**src/hdl/mm4x4_pkg.sv**
```systemverilog
package mm4x4_pkg;

  // Number of A elements per row item and of result columns per transaction.
  localparam int unsigned LANES = 4;

  // Width of a Q16.16 element and of one exact Q32.32 product.
  localparam int unsigned ELEM_W = 32;
  localparam int unsigned PROD_W = 2 * ELEM_W;

  // Exact sum of up to four products, plus headroom for the rounding offset.
  localparam int unsigned SUM_W = PROD_W + 2;

  // Number of fraction bits in Q16.16.
  localparam int unsigned FRAC_W = 16;

  // Width after rounding away the low fraction bits.
  localparam int unsigned RND_W = SUM_W - FRAC_W;

  // Action codes carried by the input item.
  typedef enum logic {
    ACT_LOAD = 1'b0,
    ACT_ROW  = 1'b1
  } action_e;

  // One column lane's finished result.
  typedef struct packed {
    logic signed [ELEM_W-1:0] value;
    logic                     sat;
  } lane_res_t;

endpackage

```
**src/hdl/mm4x4_merge.sv**
```systemverilog
module mm4x4_merge (
  input  logic                                clk_i,
  input  logic                                rst_ni,
  input  mm4x4_pkg::lane_res_t                lane_i [mm4x4_pkg::LANES],
  input  logic                                valid_i,
  input  logic                                out_ready_i,
  output logic                                adv_o,
  output logic                                out_valid_o,
  output logic signed [mm4x4_pkg::ELEM_W-1:0] prod_o [mm4x4_pkg::LANES],
  output logic                                sat_o
);
  import mm4x4_pkg::*;

  logic                     out_valid_q;
  logic signed [ELEM_W-1:0] prod_q [LANES];
  logic                     sat_q;
  logic                     sat_d;

  // The pipeline moves whenever the output register is free or being drained.
  assign adv_o = !out_valid_q || out_ready_i;

  // Any clipped column flags the whole row.
  always_comb begin
    sat_d = 1'b0;
    for (int j = 0; j < LANES; j++) begin
      sat_d = sat_d | lane_i[j].sat;
    end
  end

  always_ff @(posedge clk_i or negedge rst_ni) begin
    if (!rst_ni) begin
      out_valid_q <= 1'b0;
    end else if (adv_o) begin
      out_valid_q <= valid_i;
    end
  end

  // Output payload register.
  always_ff @(posedge clk_i) begin
    if (adv_o && valid_i) begin
      for (int j = 0; j < LANES; j++) begin
        prod_q[j] <= lane_i[j].value;
      end
      sat_q <= sat_d;
    end
  end

  assign out_valid_o = out_valid_q;
  assign prod_o      = prod_q;
  assign sat_o       = sat_q;

endmodule
```
**config.mk**
```make
export PLATFORM = sky130hd
export DESIGN_NAME = mm4x4_merge
export DESIGN_NICKNAME = d
export VERILOG_FILES = /design/src/hdl/mm4x4_pkg.sv /design/src/hdl/mm4x4_merge.sv
export SDC_FILE = /design/constraint.sdc
export NUM_CORES = 1
export LEC_CHECK = 0
export ABC_AREA = 1
export BUFFER_PORTS_ARGS = -buffer_cell sky130_fd_sc_hd__buf_2
export CORE_UTILIZATION = 37
export DETAILED_ROUTE_END_ITERATION = 6
export PLACE_DENSITY = 0.79
export SYNTH_ARGS = -nofsm -noshare
export SYNTH_HDL_FRONTEND = slang
export SYNTH_SLANG_ARGS = --single-unit
```
**constraint.sdc**
```tcl
create_clock -name clk_i -period 7.8 [get_ports clk_i]
set_input_delay 1.56 -clock clk_i [delete_from_list [all_inputs] [get_ports clk_i]]
set_output_delay 1.56 -clock clk_i [all_outputs]
set_load 0.03 [all_outputs]
```
==> results.ini, run 1 <==
[status]
status = finished, final reports clean

[synth]
yosysUniqueCellTypes = 6
syn_inst = 138
ys_seq_elements = 130
seq_area_frac_synth = 0.992
avgSynthCellArea_um2 = 28.5
yosys-top-cells-area = edfxtp_1 99%, dfrtp_1 0.64%, nand2_1 0.29%
synth_top_area_frac = 0.986
synthDominantAreaCellType = edfxtp_1
syn_nets = 274
synth.cell_area_mm2 = 0.00393
ys_warn_count = 0

[timing]
rsz0062_at_grt = false
hold_violations = 0
drv_slew = 0
finalSetupViolations = 0
min_period_ns = 3.57
fmax_ghz = 0.280
tightest_slew_ns = 0.791
worst_hold_slack_ns = 0.579
maxSlewHeadroom = 0.473
period_share = 0.457
timing.setup.tns_ns = 0
clock_skew_ns = 0.0101

[detailed_routing]
firstDrtPassIters = 4
wl_per_cell_um = 14.2
drc_errors = 0
drtAntennaViolNets = 0
wl_um = 8130
routed_via_density = 4.22
drt_iter0_drc = 84
vias = 2419

[global_routing]
overflow = 0
grt_use_total = 0.150
grt_pass1_vias = 2394
grt_pass1_wl_um = 12000
grt_max_degree = 68
antenna_found_initial = 0

[critical_path]
r2r_slack_ns = 5.44
critPathLaunchType = primary input
critical_path.cell_chain = buf_2 -> inv_1 -> nand2_1 -> buf_2
crit_top_cell = buf_2
r2r_cells = 3
arrival_ns = 2.01
crit_fanout = 2
path_class = primary input to primary output
cp.required_ns = 6.24
regToRegStartpoint = out_valid_o
rr_endpoint = prod_o[96]
cp-end-kind = primary output
cp_slowest_stage_delay_ns = 0.18
crit_slowest_cell = buf_2

[finish]
nNetsFinal = 561
final_cell_mix = 266 x buf_2, 129 x edfxtp_1, 16 x clkbuf_16
nFillCells = 782
syn_to_final_growth_pct = 52.2
final_area_mm2 = 0.00598
n_antenna_cell = 0
drive_gt1_frac = 0.666
final_common_cell = buf_2

[power]
vdd_drop_max_uv = 152
p_leak_uw = 0.00257
power_density_mw_per_mm2 = 281

[clock_tree]
cts_tree = done
clkLatencyLatePin_ns = 0.50
clock_path_buffers = 2
post_cts_buffers = 0
cts_buffers = 17
cts_num_sinks = 130
postCtsHoldBufs = 0
cts_resized = 0
cts-root-buf = clkbuf_8
path_clk_slew_ns = 0.05
htree_levels = 4

[run]
cap_violations = 0

[placement]
dpl_cell_area_mm2 = 0.00546
place_congestion = 0.728
port_buffers = 266
dp_hpwl_um = 6060

[worst_hold_path]
hp-class = register to register
min_from = out_valid_o
worstHoldPathCells = 2
hold_end = out_valid_o

[floorplan]
num_rows = 37
dieArea_mm2 = 0.0110
coreArea_mm2 = 0.0103
die-width_um = 105
start_util = 0.381
die_h_um = 105
ios = 267

-- synth_stat cells, drive strengths merged --
cell / n
a21oi: 1
dfrtp: 1
edfxtp: 129
inv: 2
nand2: 3
nor2: 2
-- routing by layer --
layer,track usage,wire length [um],up-vias
met3,0.0655,737,8
li1,-,-,1129
met1,0.175,3210,1126
met4,0.0674,81,0
met2,0.240,4100,156
met5,0,0,-
-- worst max path at each step --
stage	cells after the start	slack [ns]	startpoint	end
after floorplan	2	1.98	out_ready_i	prod_o[0]
after global placement	4	4.24	out_ready_i	adv_o
after detailed placement	5	4.17	out_ready_i	prod_o[28]
after CTS	4	4.23	out_ready_i	adv_o
after global routing	4	4.18	out_ready_i	adv_o
final	4	4.23	out_ready_i	adv_o
-- flip-flops by register name, summed over array words and instances, names as in the netlist --
signal	flops
out_valid_o	1
prod_o	128
sat_o	1
-- power by group --
part | leakage, uW | internal (uW) | switching (uW)
clock network | 0.000257 | 445 | 250
logic | 0.00108 | 48.5 | 114
registers | 0.00124 | 816 | 8.81
-- worst max-delay path: cells and delay by family --
family	cells	cell delay, ns
buf+inv	3	0.38
simple gates	1	0.07
-- final cells by class --
cell class,instances,area [um2],share of cell area
Sequential cell,130,3900,0.652
Multi-Input combinational cell,6,35.0,0.00586
Tap cell,136,170,0.0285
Inverter,2,7.51,0.00126
Clock buffer,22,433,0.0724
Timing Repair Buffer,268,1350,0.225
Clock inverter,9,90.1,0.0151
-- per-stage QoR --
step,utilization,setup WS [ns],power [uW],instances
floorplan,-,1.98,934,138
global placement,0.529,4.24,999,542
detailed placement,0.529,4.17,1000,542
CTS,0.579,4.23,1700,573
global route,0.579,4.18,1740,573
finish,0.579,4.23,1680,573
-- kinds of logic after synthesis --
group           count (synthesis)  synth area share
simple gates                    5           0.00478
flops                         130             0.992
buf+inv                         2           0.00191
compound gates                  1           0.00127
(Power assumes the default switching activity.)
==> run 2, diff against run 1 <==
--- a/config.mk
+++ b/config.mk
@@ -7,8 +7,9 @@
 export LEC_CHECK = 0
 export ABC_AREA = 1
 export BUFFER_PORTS_ARGS = -buffer_cell sky130_fd_sc_hd__buf_2
-export CORE_UTILIZATION = 37
+export CORE_AREA = 2 2 104 106
 export DETAILED_ROUTE_END_ITERATION = 6
+export DIE_AREA = 0 0 106 108
 export PLACE_DENSITY = 0.79
 export SYNTH_ARGS = -nofsm -noshare
 export SYNTH_HDL_FRONTEND = slang
==> constraint.sdc (replaced) <==
create_clock -name clk_i -period 3.6 [get_ports clk_i]
set_input_delay 0.72 -clock clk_i [delete_from_list [all_inputs] [get_ports clk_i]]
set_output_delay 0.72 -clock clk_i [all_outputs]
set_load 0.03 [all_outputs]
==> results.ini, run 2 (same netlist as run 1, synthesis figures left out) <==
[power]
vdd_drop_max_uv = 327  ; +120%
p_int_uw = 3060  ; +130%
power_density_mw_per_mm2 = 646  ; +130%
clockPowerShare = 0.456  ; +0.043
power_switching_uw = 873  ; +130%
p_sw_frac = 0.222  ; about the same
combinationalPowerShare = 0.090  ; -0.006
seq_power_share = 0.454  ; -0.036
p_leak_uw = 0.00262  ; +1.8%

[clock_tree]
clock_path_buffers = 2  ; unchanged
clkLatencyLatePin_ns = 0.50  ; about the same
cts_resized = 0  ; unchanged
post_cts_buffers = 0  ; unchanged
cts_buffers = 17  ; unchanged
path_clk_slew_ns = 0.06  ; about the same
cts_num_sinks = 130  ; unchanged
htree_levels = 4  ; unchanged
cts_tree = done
cts-root-buf = clkbuf_8

[global_routing]
grt_use_total = 0.157  ; +0.00673
grt_max_degree = 68  ; unchanged
antenna_found_initial = 2  ; +2
grt_pass1_vias = 2578  ; +7.7%
overflow = 0  ; unchanged
grt_pass1_wl_um = 12900  ; +8.0%

[placement]
dpl_cell_area_mm2 = 0.00546  ; unchanged
port_buffers = 266  ; unchanged
place_congestion = 0.701  ; -3.7%
dp_hpwl_um = 6710  ; +11%

[critical_path]
cp-startpoint = out_valid_o
r2r_cells = 2  ; -1
path_class = register to primary output
rr_endpoint = prod_o[52]
regToRegStartpoint = out_valid_o
r2r_slack_ns = 1.94  ; -3.50 ns
critPathLaunchType = register
cp-end-kind = primary output
crit_fanout = 3  ; +1
arrival_ns = 1.23  ; -0.78 ns
cp.required_ns = 2.88  ; -3.36 ns
crit_end = adv_o

[detailed_routing]
drc_errors = 0  ; unchanged
wl_per_cell_um = 15.6  ; +9.9%
routed_via_density = 4.24  ; +0.48%
vias = 2439  ; +0.83%
wl_um = 8970  ; +10%
drt_iter0_drc = 103  ; +23%
firstDrtPassIters = 4  ; unchanged
drtAntennaViolNets = 0  ; unchanged

[finish]
n_antenna_cell = 0  ; unchanged
nNetsFinal = 562  ; +0.18%
final_cell_mix = 266 x buf_2, 129 x edfxtp_1, 16 x clkbuf_16
largest_reg_flops = 128  ; unchanged
final_common_cell = buf_2
drive_gt1_frac = 0.677  ; +0.0106
syn_to_final_growth_pct = 55.1
nFillCells = 782  ; unchanged
final_area_mm2 = 0.00610  ; +1.9%

[timing]
finalSetupViolations = 0  ; unchanged
tightest_slew_ns = 0.816  ; +0.0246 ns
hold_violations = 0  ; unchanged
period_share = 0.541
min_period_ns = 1.95
maxSlewHeadroom = 0.456  ; -0.0164
drv_slew = 0  ; unchanged
fmax_ghz = 0.514
rsz0062_at_grt = false
timing.setup.tns_ns = 0  ; unchanged
clock_skew_ns = 0.00943  ; -0.000664 ns

[floorplan]
num_rows = 37  ; unchanged
ios = 267  ; unchanged
coreArea_mm2 = 0.0102  ; -0.90%
dieArea_mm2 = 0.0114  ; +3.7%
die_h_um = 108  ; +2.8%
die-width_um = 106  ; +0.89%
start_util = 0.384  ; +0.00345

[worst_hold_path]
hp-class = primary input to register

[run]
cap_violations = 0  ; unchanged

[status]
status = finished, final reports clean

## run 2: cell types whose count changed in the layout (fill, tap and decap cells not counted), sizes merged
cell | previous run | this run
dlygate4sd3 | 0 | 1
clkinv | 7 | 6
clkbuf | 22 | 18
clkinvlp | 0 | 2
bufinv | 2 | 5
inv | 2 | 3
## run 2: final cells by class
class,instances,area [um2],area share
sequential,130,3900,0.639
clock buffer,18,418,0.0685
tap,136,170,0.0279
clock inverter,14,211,0.0347
multi-input combinational,6,35.0,0.00575
timing repair buffer,269,1360,0.222
inverter,2,7.51,0.00123
## run 2: layer usage
metal,GRT usage,wire length [um],up-vias
met4,0.0620,74,2
met2,0.270,4700,167
met5,0,13,-
met1,0.163,3150,1127
li1,-,-,1133
met3,0.0820,1030,10
## run 2: worst min-delay path by stage
stage               start           to  slack [ns]  cells after the start
6_report       lane_i[71]   prod_o[68]        0.39                      1
5_1_grt        lane_i[71]   prod_o[68]        0.35                      1
4_1_cts        lane_i[71]   prod_o[68]        0.35                      1
3_5_place_dp       rst_ni  out_valid_o        0.51                      1
3_3_place_gp       rst_ni  out_valid_o        0.50                      1
2_1_floorplan      rst_ni  out_valid_o        0.42                      0
## run 2: timing repair
action | CTS | global route
setup endpoints to repair | 0 | 0
hold buffers | 1 | 0
hold endpoints to repair | 1 | 0
## run 2: power by group through the flow
stage | registers [uW] | clock network [uW] | logic (uW)
6_report | 1790 | 1800 | 355
5_1_grt | 1790 | 1910 | 374
4_1_cts | 1790 | 1840 | 359
3_5_place_dp | 1820 | 0 | 357
3_3_place_gp | 1810 | 0 | 351
2_1_floorplan | 1990 | 0 | 31.3
## run 2: per-stage QoR
| stage | utilization | setup WS, ns | instances | power [uW] | hold WS [ns] |
|---|---|---|---|---|---|
| after global placement | 0.533 | 1.59 | 542 | 2170 | 0.505 |
| after CTS | 0.596 | 1.61 | 575 | 3990 | 0.347 |
| final | 0.596 | 1.65 | 575 | 3940 | 0.387 |
| after floorplan | - | 0.212 | 138 | 2020 | 0.424 |
| after global routing | 0.596 | 1.57 | 575 | 4080 | 0.349 |
| after detailed placement | 0.533 | 1.53 | 542 | 2180 | 0.506 |
## run 2: worst max-delay path: stages, from the launching register on
cell and delay [ns]:
dfrtp_1 0.42, nand2_1 0.10, buf_2 0.20
